**config.mk**
```make
export PLATFORM = sky130hd
export DESIGN_NAME = c_subset_lexer
export DESIGN_NICKNAME = d
export VERILOG_FILES = /design/src/rtl/core/csl_pkg.sv /design/src/rtl/core/c_subset_lexer.sv /design/src/rtl/core/csl_scan.sv /design/src/rtl/core/csl_tokq.sv
export SDC_FILE = /design/constraint.sdc
export NUM_CORES = 1
export LEC_CHECK = 0
export BUFFER_PORTS_ARGS = -buffer_cell sky130_fd_sc_hd__buf_2
export CAP_MARGIN = 20
export CELL_PAD_IN_SITES_DETAIL_PLACEMENT = 1
export CELL_PAD_IN_SITES_GLOBAL_PLACEMENT = 1
export CORE_ASPECT_RATIO = 0.8
export CORE_MARGIN = 1
export CORE_UTILIZATION = 39
export DETAILED_ROUTE_END_ITERATION = 8
export PLACE_DENSITY = 0.75
export SYNTH_ARGS = -nofsm -noshare
export SYNTH_HDL_FRONTEND = slang
export SYNTH_SLANG_ARGS = --single-unit
```
**constraint.sdc**
```tcl
create_clock -name i_clk -period 8 [get_ports i_clk]
set_input_delay 1.2 -clock i_clk [delete_from_list [all_inputs] [get_ports i_clk]]
set_output_delay 1.2 -clock i_clk [all_outputs]
set_load 0.02 [all_outputs]
```
**src/rtl/core/csl_pkg.sv**
```systemverilog
// Shared types, codes and byte classifiers for the C subset lexer.
`timescale 1ns / 1ps

package csl_pkg;

    typedef enum logic [2:0] {
        MODE_IDLE  = 3'd0,
        MODE_NUM   = 3'd1,
        MODE_IDENT = 3'd2,
        MODE_PUNCT = 3'd3,
        MODE_ERR   = 3'd4
    } t_mode;

    typedef enum logic [2:0] {
        KIND_NUM   = 3'd0,
        KIND_PUNCT = 3'd1,
        KIND_IDENT = 3'd2,
        KIND_END   = 3'd3,
        KIND_ERR   = 3'd4
    } t_kind;

    typedef struct packed {
        t_kind       kind;
        logic [15:0] start;
        logic [15:0] length;
        logic        last;
    } t_token;

    // Up to two tokens leave the scanner per consumed beat; slot a comes first.
    typedef struct packed {
        logic   a_valid;
        t_token a;
        logic   b_valid;
        t_token b;
    } t_push;

    function automatic logic is_digit(input logic [7:0] c);
        return (c >= 8'h30) && (c <= 8'h39);
    endfunction

    function automatic logic is_lower(input logic [7:0] c);
        return (c >= 8'h61) && (c <= 8'h7A);
    endfunction

    function automatic logic is_space(input logic [7:0] c);
        return (c == 8'h20) || ((c >= 8'h09) && (c <= 8'h0D));
    endfunction

    function automatic logic is_punct(input logic [7:0] c);
        return (c == 8'h2B) || (c == 8'h2D) || (c == 8'h2A) || (c == 8'h2F) ||
               (c == 8'h3D) || (c == 8'h3B) || (c == 8'h3E) || (c == 8'h3C) ||
               (c == 8'h28) || (c == 8'h29) || (c == 8'h7B) || (c == 8'h7D) ||
               (c == 8'h2C) || (c == 8'h26) || (c == 8'h3A);
    endfunction

    // Two-byte operators: <= >= += -= ++ --
    function automatic logic is_pair(input logic [7:0] a, input logic [7:0] b);
        return (((a == 8'h3C) || (a == 8'h3E)) && (b == 8'h3D)) ||
               ((a == 8'h2B) && ((b == 8'h3D) || (b == 8'h2B))) ||
               ((a == 8'h2D) && ((b == 8'h3D) || (b == 8'h2D)));
    endfunction

endpackage

```
**src/rtl/core/c_subset_lexer.sv**
```systemverilog
// A byte beat is held in the input register, and its tokens pass through the result queue to the output.
// Throughput: one byte per cycle while the result queue has room for two tokens; a beat
// can produce two tokens, so a consumer draining one token per cycle sets the ceiling.
// Reset is synchronous and active low: scan state, offsets, the input register and the
// result queue are cleared, and the block takes a byte in the first cycle after release.
`timescale 1ns / 1ps

module c_subset_lexer
    import csl_pkg::*;
#(
    parameter int TEXT_BYTES = 65536
) (
    input  logic        i_clk,
    input  logic        i_rst_n,
    input  logic        i_in_valid,
    input  logic [7:0]  i_char_byte,
    input  logic        i_is_end,
    output logic        o_in_stall,
    output logic        o_out_valid,
    output logic [2:0]  o_token_kind,
    output logic [15:0] o_token_start,
    output logic [15:0] o_token_length,
    output logic        o_last_of_text,
    input  logic        i_out_stall
);

    // The scanner holds one byte beat in its input register and retires it in the
    // cycle the queue has room; its state machine follows the runs of numbers,
    // identifiers and held punctuators, flushing the pending token when a run ends.
    t_push  push;
    logic   room;
    t_token head;

    csl_scan #(
        .TEXT_BYTES(TEXT_BYTES)
    ) u_scan (
        .i_clk      (i_clk),
        .i_rst_n    (i_rst_n),
        .i_in_valid (i_in_valid),
        .i_char_byte(i_char_byte),
        .i_is_end   (i_is_end),
        .o_in_stall (o_in_stall),
        .i_room     (room),
        .o_push     (push)
    );

    // The queue parts the two sides, so a stalled output never stops the scanner
    // until the queue no longer has room for two tokens.
    csl_tokq u_tokq (
        .i_clk  (i_clk),
        .i_rst_n(i_rst_n),
        .i_push (push),
        .o_room (room),
        .o_valid(o_out_valid),
        .o_head (head),
        .i_stall(i_out_stall)
    );

    assign o_token_kind   = head.kind;
    assign o_token_start  = head.start;
    assign o_token_length = head.length;
    assign o_last_of_text = head.last;

endmodule

```
**src/rtl/core/csl_scan.sv**
```systemverilog
// Input register and per-byte scanner state machine of the C subset lexer.
`timescale 1ns / 1ps

module csl_scan
    import csl_pkg::*;
#(
    parameter int TEXT_BYTES = 65536
) (
    input  logic        i_clk,
    input  logic        i_rst_n,
    input  logic        i_in_valid,
    input  logic [7:0]  i_char_byte,
    input  logic        i_is_end,
    output logic        o_in_stall,
    input  logic        i_room,
    output t_push       o_push
);

    localparam int          CAP_INT = (TEXT_BYTES - 1 > 65535) ? 65535 : TEXT_BYTES - 1;
    localparam logic [15:0] POS_CAP = 16'(CAP_INT);

    logic        r_in_valid;
    logic [7:0]  r_byte;
    logic        r_end;

    t_mode       r_mode,  n_mode;
    logic [15:0] r_start, n_start;
    logic [15:0] r_pos,   n_pos;
    logic [7:0]  r_held,  n_held;

    logic        consume;
    logic        accept;
    logic [15:0] pos_adv;
    logic [15:0] run_len;
    logic        flush_valid;
    t_token      flush_tok;
    logic        cont;

    assign consume    = r_in_valid && i_room;
    assign o_in_stall = r_in_valid && !i_room;
    assign accept     = i_in_valid && !o_in_stall;

    always_ff @(posedge i_clk) begin
        if (!i_rst_n) begin
            r_in_valid <= 1'b0;
        end else if (accept) begin
            r_in_valid <= 1'b1;
        end else if (consume) begin
            r_in_valid <= 1'b0;
        end
    end

    always_ff @(posedge i_clk) begin
        if (accept) begin
            r_byte <= i_char_byte;
            r_end  <= i_is_end;
        end
    end

    always_ff @(posedge i_clk) begin
        if (!i_rst_n) begin
            r_mode  <= MODE_IDLE;
            r_start <= '0;
            r_pos   <= '0;
            r_held  <= '0;
        end else begin
            r_mode  <= n_mode;
            r_start <= n_start;
            r_pos   <= n_pos;
            r_held  <= n_held;
        end
    end

    assign pos_adv = (r_pos < POS_CAP) ? r_pos + 16'd1 : r_pos;
    assign run_len = (r_pos > r_start) ? r_pos - r_start : 16'd1;
    assign cont    = ((r_mode == MODE_NUM) && is_digit(r_byte)) ||
                     ((r_mode == MODE_IDENT) &&
                      (is_lower(r_byte) || is_digit(r_byte) || (r_byte == 8'h5F)));

    // The token that is pending when a run is closed.
    always_comb begin
        flush_valid      = 1'b0;
        flush_tok.kind   = KIND_NUM;
        flush_tok.start  = r_start;
        flush_tok.length = run_len;
        flush_tok.last   = 1'b0;
        unique case (r_mode)
            MODE_NUM: begin
                flush_valid = 1'b1;
            end
            MODE_IDENT: begin
                flush_valid    = 1'b1;
                flush_tok.kind = KIND_IDENT;
            end
            MODE_PUNCT: begin
                flush_valid      = 1'b1;
                flush_tok.kind   = KIND_PUNCT;
                flush_tok.length = 16'd1;
            end
            default: begin
                flush_valid = 1'b0;
            end
        endcase
    end

    always_comb begin
        n_mode   = r_mode;
        n_start  = r_start;
        n_pos    = r_pos;
        n_held   = r_held;
        o_push   = '0;
        o_push.a = flush_tok;
        o_push.b.kind   = KIND_END;
        o_push.b.start  = r_pos;
        o_push.b.length = 16'd0;
        o_push.b.last   = 1'b1;

        if (consume) begin
            if (r_end) begin
                if (r_mode != MODE_ERR) begin
                    o_push.a_valid = flush_valid;
                    o_push.b_valid = 1'b1;
                end
                n_mode  = MODE_IDLE;
                n_start = '0;
                n_pos   = '0;
                n_held  = '0;
            end else if (r_mode != MODE_ERR) begin
                if (cont) begin
                    n_pos = pos_adv;
                end else if ((r_mode == MODE_PUNCT) && is_pair(r_held, r_byte)) begin
                    o_push.a_valid  = 1'b1;
                    o_push.a.kind   = KIND_PUNCT;
                    o_push.a.length = 16'd2;
                    n_mode = MODE_IDLE;
                    n_pos  = pos_adv;
                end else begin
                    o_push.a_valid = flush_valid;
                    n_mode = MODE_IDLE;
                    priority if (is_space(r_byte)) begin
                        n_pos = pos_adv;
                    end else if (is_digit(r_byte)) begin
                        n_mode  = MODE_NUM;
                        n_start = r_pos;
                        n_pos   = pos_adv;
                    end else if (is_lower(r_byte)) begin
                        n_mode  = MODE_IDENT;
                        n_start = r_pos;
                        n_pos   = pos_adv;
                    end else if (is_punct(r_byte)) begin
                        n_mode  = MODE_PUNCT;
                        n_start = r_pos;
                        n_held  = r_byte;
                        n_pos   = pos_adv;
                    end else begin
                        o_push.b_valid  = 1'b1;
                        o_push.b.kind   = KIND_ERR;
                        o_push.b.length = 16'd1;
                        n_mode = MODE_ERR;
                    end
                end
            end
        end
    end

endmodule

```
**src/rtl/core/csl_tokq.sv**
```systemverilog
// Four-entry result queue that takes up to two tokens per cycle.
`timescale 1ns / 1ps

module csl_tokq
    import csl_pkg::*;
(
    input  logic   i_clk,
    input  logic   i_rst_n,
    input  t_push  i_push,
    output logic   o_room,
    output logic   o_valid,
    output t_token o_head,
    input  logic   i_stall
);

    t_token     r_mem [4];
    logic [1:0] r_wr_ptr;
    logic [1:0] r_rd_ptr;
    logic [2:0] r_count;
    logic [2:0] n_count;
    logic       pop;
    logic [2:0] push_n;

    assign o_valid = (r_count != 3'd0);
    assign o_head  = r_mem[r_rd_ptr];
    assign o_room  = (r_count <= 3'd2);
    assign pop     = o_valid && !i_stall;
    assign push_n  = {2'b00, i_push.a_valid} + {2'b00, i_push.b_valid};
    assign n_count = r_count + push_n - {2'b00, pop};

    always_ff @(posedge i_clk) begin
        if (!i_rst_n) begin
            r_wr_ptr <= '0;
            r_rd_ptr <= '0;
            r_count  <= '0;
        end else begin
            r_wr_ptr <= r_wr_ptr + push_n[1:0];
            r_rd_ptr <= r_rd_ptr + {1'b0, pop};
            r_count  <= n_count;
        end
    end

    always_ff @(posedge i_clk) begin
        if (i_push.a_valid) begin
            r_mem[r_wr_ptr] <= i_push.a;
            if (i_push.b_valid) begin
                r_mem[r_wr_ptr + 2'd1] <= i_push.b;
            end
        end else if (i_push.b_valid) begin
            r_mem[r_wr_ptr] <= i_push.b;
        end
    end

endmodule

```
# After elaboration in Yosys (flattened, before gate mapping)
# Memory sizes are Yosys's and may differ from the RTL's. A register that Yosys moved wholly into a read port is not among the register bits.
# Cells that the tools add are included.
# word_totals
register_bits	60
ram_bits	144
wordCells	190
mem_count	1
# classes
add_sub_neg	8
magnitude_cmp	9
eq_ne	30
muxes	81
bitwise_logic	1
n_reduce_logical	50
# mem_list
name	words	width	read_ports	rd_clocked_by_memory_dff	write_ports	line_no	rtl
u_tokq.r_mem	4	36	1	1	2	csl_tokq.sv:16	t_token r_mem [4];
# op_table
operator	n
$mux W16	32
$eq A8 B6 Y1 const B	18
$mux W8	8
$mux W4	11
$mux W36	1
$mux W3	11
$eq A8 B7 Y1 const B	3
$logic_or A1 B1 Y1	23
$add A16 B1 Y16 const B	1
$gt A16 B16 Y1	1
$lt A16 B16 Y1 const B	1
$mux W1	16
$sub A16 B16 Y16	1
$logic_and A1 B1 Y1	13
$ne A2 B1 Y1 const B	5
$ge A8 B4 Y1 const B	1
$ge A8 B6 Y1 const B	1
$ge A8 B7 Y1 const B	1
$le A8 B4 Y1 const B	1
$le A8 B6 Y1 const B	1
$le A8 B7 Y1 const B	1
$reduce_and A8 Y1	1
$reduce_bool A7 Y1	1
$eq A3 B2 Y1 const B	2
19 further kinds	24

# Logic depth before layout (Yosys ltp)
# Gate-level depths: netlist of run 1.
# logic_depth
word_depth	28
mapped_depth	17
depth_no_buf	14

# Modules after synthesis
# Synthesis of run 1 repeated with hierarchy kept, for this count alone.
# hier_totals
hier_cells	1029
area_unflattened_um2	11850.1
# modules_own_cells
module	n_inst	cells_per_inst	area_each_um2	seq_area_each_um2
csl_tokq	1	576	8149.1	4464.3
csl_scan	1	453	3701.0	1151.1

# Worst setup path after synthesis of run 1
# OpenSTA, ideal clock, no wires.
# synth_timing
path_type	reg-to-reg
from	register u_scan.r_byte[0]
to	memory u_tokq.r_mem[0][17] in the netlist's numbering, enable pin
setup_time_ns	0.375
arrival_time_ns	4.072
path_slack_ns	3.553
stages_incl_launch_ff	16
path_buffers	4
path_cell_list	edfxtp_1 > buf_6 > or4_4 > o21ai_4 > nor4b_2 > or4b_4 > nor4_4 > buf_6 > a31o_2 > inv_2 > ha_1 > or3_1 > and2_1 > clkbuf_1 > clkbuf_1 > inv_1
# synth_lines
item	line_no	rtl
start, declared	csl_scan.sv:23	logic [7:0] r_byte;
start signal, assigned	csl_scan.sv:55	r_byte <= i_char_byte;
end, declared	csl_tokq.sv:16	

==> results of run 1 <==
synth_stat cells, drive strengths merged (3+ instances only):
cell type / n / share of area (%)
a21oi: 30 / 1.5
o22ai: 13 / 0.80
clkbuf: 49 / 2.5
dfxtp: 115 / 23
xnor2: 11 / 0.95
or2: 6 / 0.37
a211o: 3 / 0.27
ha: 25 / 3.1
a21o: 9 / 0.67
xor2: 6 / 0.52
nor3: 10 / 0.50
o31ai: 11 / 1.2
or4: 7 / 0.56
inv: 41 / 1.5
or3b: 4 / 0.35
o21ai: 91 / 4.7
nor2b: 7 / 0.43
and3: 8 / 0.51
buf: 14 / 1.2
nor2: 35 / 1.5
nand2: 104 / 3.9
nand3: 10 / 0.50
o21bai: 4 / 0.30
or3: 10 / 0.67
o21a: 5 / 0.37
mux4: 36 / 8.0
and2: 14 / 0.87
a22o: 78 / 6.8
nand2b: 9 / 0.56
edfxtp: 89 / 26
nand3b: 5 / 0.37
nand4: 12 / 0.74
a211oi: 4 / 0.30
o211ai: 3 / 0.22
per-stage QoR:
| stage | utilization (%) | power (mW) |
|---|---|---|
| 6_report | 44.3 | 2.75 |
| 4_1_cts | 44.2 | 2.77 |
| 2_1_floorplan | - | 1.56 |
| 5_1_grt | 44.3 | 2.85 |
| 3_5_place_dp | 41.1 | 1.72 |
| 3_3_place_gp | 41.1 | 1.70 |
worst paths after layout:
path / endpoint / slack [ns] / cells past startpoint
max: u_tokq.r_mem[1][26]$_DFFE_PP_ / 2.55 / 11
min: u_tokq.r_mem[3][0]$_SDFFE_PP1P_ / 0.45 / 2
max reg2reg: u_tokq.r_mem[1][26]$_DFFE_PP_ / 2.55 / 11
min reg2reg: u_tokq.r_mem[3][0]$_SDFFE_PP1P_ / 0.45 / 2
logic make-up (layout without fill, tap and decap cells):
logic type	after synthesis	in the layout
compound gates	272	272
xor+xnor	17	17
fa+ha+maj	27	27
buf+inv	105	140
flops	204	204
mux	38	38
simple gates	255	255
state kept, by name, summed over array words and instances (netlist names):
| register | flops |
|---|---|
| u_scan.r_pos | 16 |
| u_tokq.r_mem | 144 |
| u_scan.r_mode | 3 |
| u_scan.r_held | 8 |
| u_scan.r_byte | 8 |
| u_tokq.r_rd_ptr | 2 |
| u_tokq.r_count | 3 |
| u_scan.r_end | 1 |
| u_scan.r_in_valid | 1 |
| u_scan.r_start | 16 |
| u_tokq.r_wr_ptr | 2 |
metal layers:
metal  track usage (%)  part of all wire, %  up-vias
met3              3.19                  4.9       52
li1                  -                    -     3486
met1              29.6                   46     3875
met2              34.9                   47      208
met4              5.88                  2.3        0
met5                 0                    0        -
worst register-to-register path, delay by kind of cell (launching register included):
family                     cells  cell delay [ns]
buffers and inverters          2             1.05
and+or+nand+nor                5             2.51
DFF                            1             0.56
adders and majority gates      1             0.27
AOI/OAI and AO/OA              3             0.65
cell type report:
class	instances	area (sq um)	area share (%)
Clock inverter	13	93.8	0.836
Clock buffer	29	672	5.98
Multi-Input combinational cell	609	4610	41.0
Sequential cell	204	4980	44.3
Timing Repair Buffer	57	323	2.87
Tap cell	324	405	3.61
Inverter	41	154	1.37
power breakdown:
part	switching [mW]	total (mW)	leakage, nW	internal [mW]
Sequential	0.0569	1.20	1.75	1.14
Clock	0.432	1.06	0.385	0.628
Combinational	0.297	0.486	1.87	0.189
==> out/results.ini, run 1 <==
[outcome]
status=complete, no violations

[placed_design]
globalplace.congestion=0.857
placed_cell_area_sq_um=10400
port_buffers=50
dp_cells=1234
place_hpwl_um=18800
dp_slack_ns=2.58

[worst_setup_path]
critical_path.cell_chain=or4_4, o21ai_4, nor4b_2, or4b_4, nor4_4, a31o_2, inv_2, ha_1, a21oi_1, nand2b_1, inv_1
r2r_start=u_scan.r_byte[1]$_DFFE_PP_
crit_type=register to register
worst_ep_required_time_ns=8.12
cp.arrival_ns=5.57
cp_top_family=simple AND/OR/NAND/NOR gates
path_max_fanout=20
worst_setup_path_start_kind=register
critical_path_buf_inv_count=2
cpPeakStageDelay_ns=1.01
slowest_stage=inv_1
cp-end-kind=register
cp-startpoint=u_scan.r_byte[1]$_DFFE_PP_

[global_route]
antenna_found_initial=0
grt_start_max_net_pins=38
grtUsageTotal_pct=21.4
grt_pass1_wl_um=44600
grt_pass1_vias=7890
grt_overflow=0

[sta]
rsz0062_at_grt=no
finalSetupViolCount=0
report.final.slew_viol_count=0
setup_slack_ns=2.55
max_freq_mhz=184
hold_viol=0
fin_setup_tns_ns=0
worst_slew_pin_slew_ns=1.15
max_slew_margin_pct=23.5
min_period_ns=5.45
finalClockSkew_ns=0.0106
timing.hold.ws_ns=0.448
period_share_pct=68.1

[route]
dr.pass1.iters=4
num_vias=7621
routed_wl_um=27900
viasPerCell=5.97
wl_per_cell_um=21.8
ant_nets=0
drt-initial-drc-count=578
drc=0

[min_path]
hold_class=register to register
holdCritStartpoint=u_tokq.r_mem[3][0]$_SDFFE_PP1P_

[die]
die_x_um=182
start_util_pct=39.8
core_sq_um=25400
die-area_sq_um=26600
ios=51
die_h_um=146
row_count=52

[clocking]
clk_transition_reported_paths_ns=0.06
cts_hold_buffers=0
numCtsBuffers=23
cts.repair.resized=0
cts.sinks=204
cts_tree=yes
htree_levels=1
clockBufferDepth=3
cts-root-buf=clkbuf_16
postCtsSetupBuffers=0
clk_latency_ns=0.51

[final_layout]
design_area_sq_um=11200
final_common_cell=dfxtp_1
area_growth_pct=11.1
antenna_cells=0
instances_no_fill=1277
nets=976
final_cell_mix=dfxtp_1, nand2_1, edfxtp_1, o21ai_0, a22o_1
drive_gt1_share_pct=17.8
fill_cells=2815

[power_and_ir_drop]
ir_drop_v=0.000172
p_leak_nw=4.00
p_per_area_nw_per_um2=245

[synth]
synth_edf_count=89
synth_flop_cell=dfxtp_1
syn_avg_cell_area_sq_um=11.0
yosysWarnings=0
syn_area_sq_um=10100
syn-instance-count=918
synth_top_family_by_area=compound AO/OA/AOI/OAI gates
ys_ff_latch=204
synthMuxAreaShare_pct=8.23
synthAdderAreaFrac_pct=3.49
synth-simple-area-share_pct=13.2
async_reset_ff_share_pct=0
syn-num-nets=958
ys_seq_area_share_pct=49.2
synth_xor_area_share_pct=1.47
yosysUniqueCellTypes=84
synth_compound_area_share_pct=19.2

[flow_run]
cap_violations=0

Note: power is estimated with default switching activity, not from simulation.
==> run 2: changes to the inputs <==
--- a/config.mk
+++ b/config.mk
@@ -5,6 +5,7 @@
 export SDC_FILE = /design/constraint.sdc
 export NUM_CORES = 1
 export LEC_CHECK = 0
+export ABC_AREA = 1
 export BUFFER_PORTS_ARGS = -buffer_cell sky130_fd_sc_hd__buf_2
 export CAP_MARGIN = 20
 export CELL_PAD_IN_SITES_DETAIL_PLACEMENT = 1
@@ -13,7 +14,7 @@
 export CORE_MARGIN = 1
 export CORE_UTILIZATION = 39
 export DETAILED_ROUTE_END_ITERATION = 8
-export PLACE_DENSITY = 0.75
+export PLACE_DENSITY = 0.79
 export SYNTH_ARGS = -nofsm -noshare
 export SYNTH_HDL_FRONTEND = slang
 export SYNTH_SLANG_ARGS = --single-unit
==> constraint.sdc (replaced) <==
create_clock -name i_clk -period 5.1 [get_ports i_clk]
set_input_delay 0.765 -clock i_clk [delete_from_list [all_inputs] [get_ports i_clk]]
set_output_delay 0.765 -clock i_clk [all_outputs]
set_load 0.02 [all_outputs]
==> run 2 against run 1 <==
Fmax rose by 33%. Non-clock buffer count rose by 10. Global-route usage rose by 3.3 points. Sequential share of layout area fell by 2.9 points. Clock power rose by 70%. First-iteration DRC count rose by 33%. Routed wire length rose by 23%. Die area rose by 5.0%. Sequential power rose by 60%. Flip-flop and latch count did not move. Critical path type unchanged.
==> out/results.ini, run 2 <==
[synth]
yosysUniqueCellTypes=40
synth_flop_cell=dfxtp_1
synth_top_area_share_pct=25.2
ys_ff_latch=204
synth_edf_count=89
async_reset_ff_share_pct=0
syn_area_sq_um=10600
yosysWarnings=0
synth_common_cells=nand2_1, nor2_1, dfxtp_1
synth_top_area_cell=edfxtp_1
yosysMostFrequentCell=nand2_1
ys_seq_area_share_pct=46.8
syn-num-nets=1375
syn-instance-count=1335
synth.area.top_cells=edfxtp_1, dfxtp_1, nand2_1, nor2_1, o22ai_1
syn_avg_cell_area_sq_um=7.96

[global_route]
grt_pass1_wl_um=55000
antenna_found_initial=0
grt_start_max_net_pins=74
grt_pass1_vias=9874
grtUsageTotal_pct=24.7
grt_overflow=0

[clocking]
clockBufferDepth=3
cts.repair.resized=0
cts.sinks=204
cts_tree=yes
postCtsSetupBuffers=0
clk_latency_ns=0.53
htree_levels=1
cts_hold_buffers=0
clk_transition_reported_paths_ns=0.06
cts-root-buf=clkbuf_16
numCtsBuffers=23

[sta]
report.final.slew_viol_count=0
min_period_ns=4.08
timing.hold.ws_ns=0.420
fin_setup_tns_ns=0
max_freq_mhz=245
period_share_pct=80.0
worst_slew_pin_slew_ns=0.860
finalClockSkew_ns=0.0114
hold_viol=0
max_slew_margin_pct=42.4
setup_slack_ns=1.02
finalSetupViolCount=0
rsz0062_at_grt=no

[route]
routed_wl_um=34400
viasPerCell=5.62
ant_nets=0
drt-initial-drc-count=769
m1WireLength_um=16600
wl_per_cell_um=19.8
wl_met2_um=15000
drc=0
dr.pass1.iters=5
num_vias=9768
top_layer_used=met4
dr_wl_met3_um=1850

[final_layout]
area_growth_pct=13.1
top_register=u_tokq.r_mem
final_cell_mix=nand2_1, nor2_1, dfxtp_1, o21ai_0, o22ai_1
reg_top3=u_tokq.r_mem (144), u_scan.r_pos (16), u_scan.r_start (16)
antenna_cells=0
final_common_cell=nand2_1
nets=1403
largest_reg_flops=144
drive_gt1_share_pct=11.4
instances_no_fill=1737

[die]
die_h_um=150
start_util_pct=40.1
die_x_um=187
ios=51
core_sq_um=26500
row_count=53
die-area_sq_um=27900

[power_and_ir_drop]
ir_drop_v=0.000257
p_leak_nw=4.72
p_per_area_nw_per_um2=436

[flow_run]
cap_violations=0

[worst_setup_path]
cp.arrival_ns=4.49
crit_type=register to register
path_max_fanout=17
worst_setup_path_start_kind=register
cp-end-kind=register
worst_ep_required_time_ns=5.51

[min_path]
hold_class=input port to register

[placed_design]
place_hpwl_um=23800
dp_slack_ns=1.07
port_buffers=50
globalplace.congestion=0.866
dp_cells=1695

[outcome]
status=complete, no violations

## run 2: power breakdown
| group | switching, mW | total, mW | internal, mW |
|---|---|---|---|
| sequential | 0.0780 | 1.92 | 1.84 |
| combinational | 1.10 | 1.53 | 0.429 |
| clock | 0.702 | 1.80 | 1.10 |
## run 2: layout make-up
class,instances,area [sq um]
Fill cell,3260,14500
Sequential cell,204,4980
Multi-Input combinational cell,955,4970
Timing Repair Buffer,67,398
Clock buffer,29,608
Inverter,112,423
Clock inverter,13,193
Tap cell,357,447
## run 2: cell families (layout without fill, tap and decap cells)
logic type | after synthesis | count (layout) | share of synthesized area [%]
simple gates | 596 | 596 | 24.2
compound gates | 305 | 305 | 16.9
flops | 204 | 204 | 46.8
buf+inv | 176 | 221 | 6.53
fa+ha+maj | 27 | 27 | 3.32
xor+xnor | 27 | 27 | 2.23
## run 2: path summary, 6_finish.rpt
| check | start | to | slack [ns] | cells after the start |
|---|---|---|---|---|
| worst max-delay path | u_scan.r_byte[3]$_DFFE_PP_ | u_tokq.r_mem[0][6]$_SDFFE_PP0P_ | 1.02 | 16 |
| worst min-delay path | i_char_byte[3] | u_scan.r_byte[3]$_DFFE_PP_ | 0.42 | 1 |
| worst max register to register | u_scan.r_byte[3]$_DFFE_PP_ | u_tokq.r_mem[0][6]$_SDFFE_PP0P_ | 1.02 | 16 |
| worst min register to register | u_tokq.r_mem[1][16]$_SDFFE_PP0P_ | u_tokq.r_mem[1][16]$_SDFFE_PP0P_ | 0.45 | 2 |
## run 2: worst max-delay path, cell delays in order (launching register included)
cell and delay, ns:
edfxtp_1 0.49, inv_2 0.14, nor2_2 0.05, nand2_1 0.12, a21oi_1 0.09, nor2_2 0.17
nand3_1 0.12, nor2_1 0.15, nand3_2 0.10, a21oi_1 0.37, ha_1 0.24, inv_1 0.10
nor3_2 0.31, clkinv_1 0.58, nand2_1 0.24, inv_1 0.34, a22o_1 0.34
## run 2: routing by layer
| metal | up-vias | global-route usage, % |
|---|---|---|
| met1 | 4810 | 34.5 |
| li1 | 4628 | - |
| met5 | - | 0 |
| met4 | 0 | 8.44 |
| met2 | 270 | 39.0 |
| met3 | 60 | 3.92 |
## run 2: stage by stage
step                instance area, sq um  util [%]  power (mW)
floorplan                          10600         -        2.96
global placement                   11200      42.2        3.42
detailed placement                 11200      42.3        3.47
CTS                                12000      45.3        5.27
global route                       12000      45.3        5.47
finish                             12000      45.3        5.24
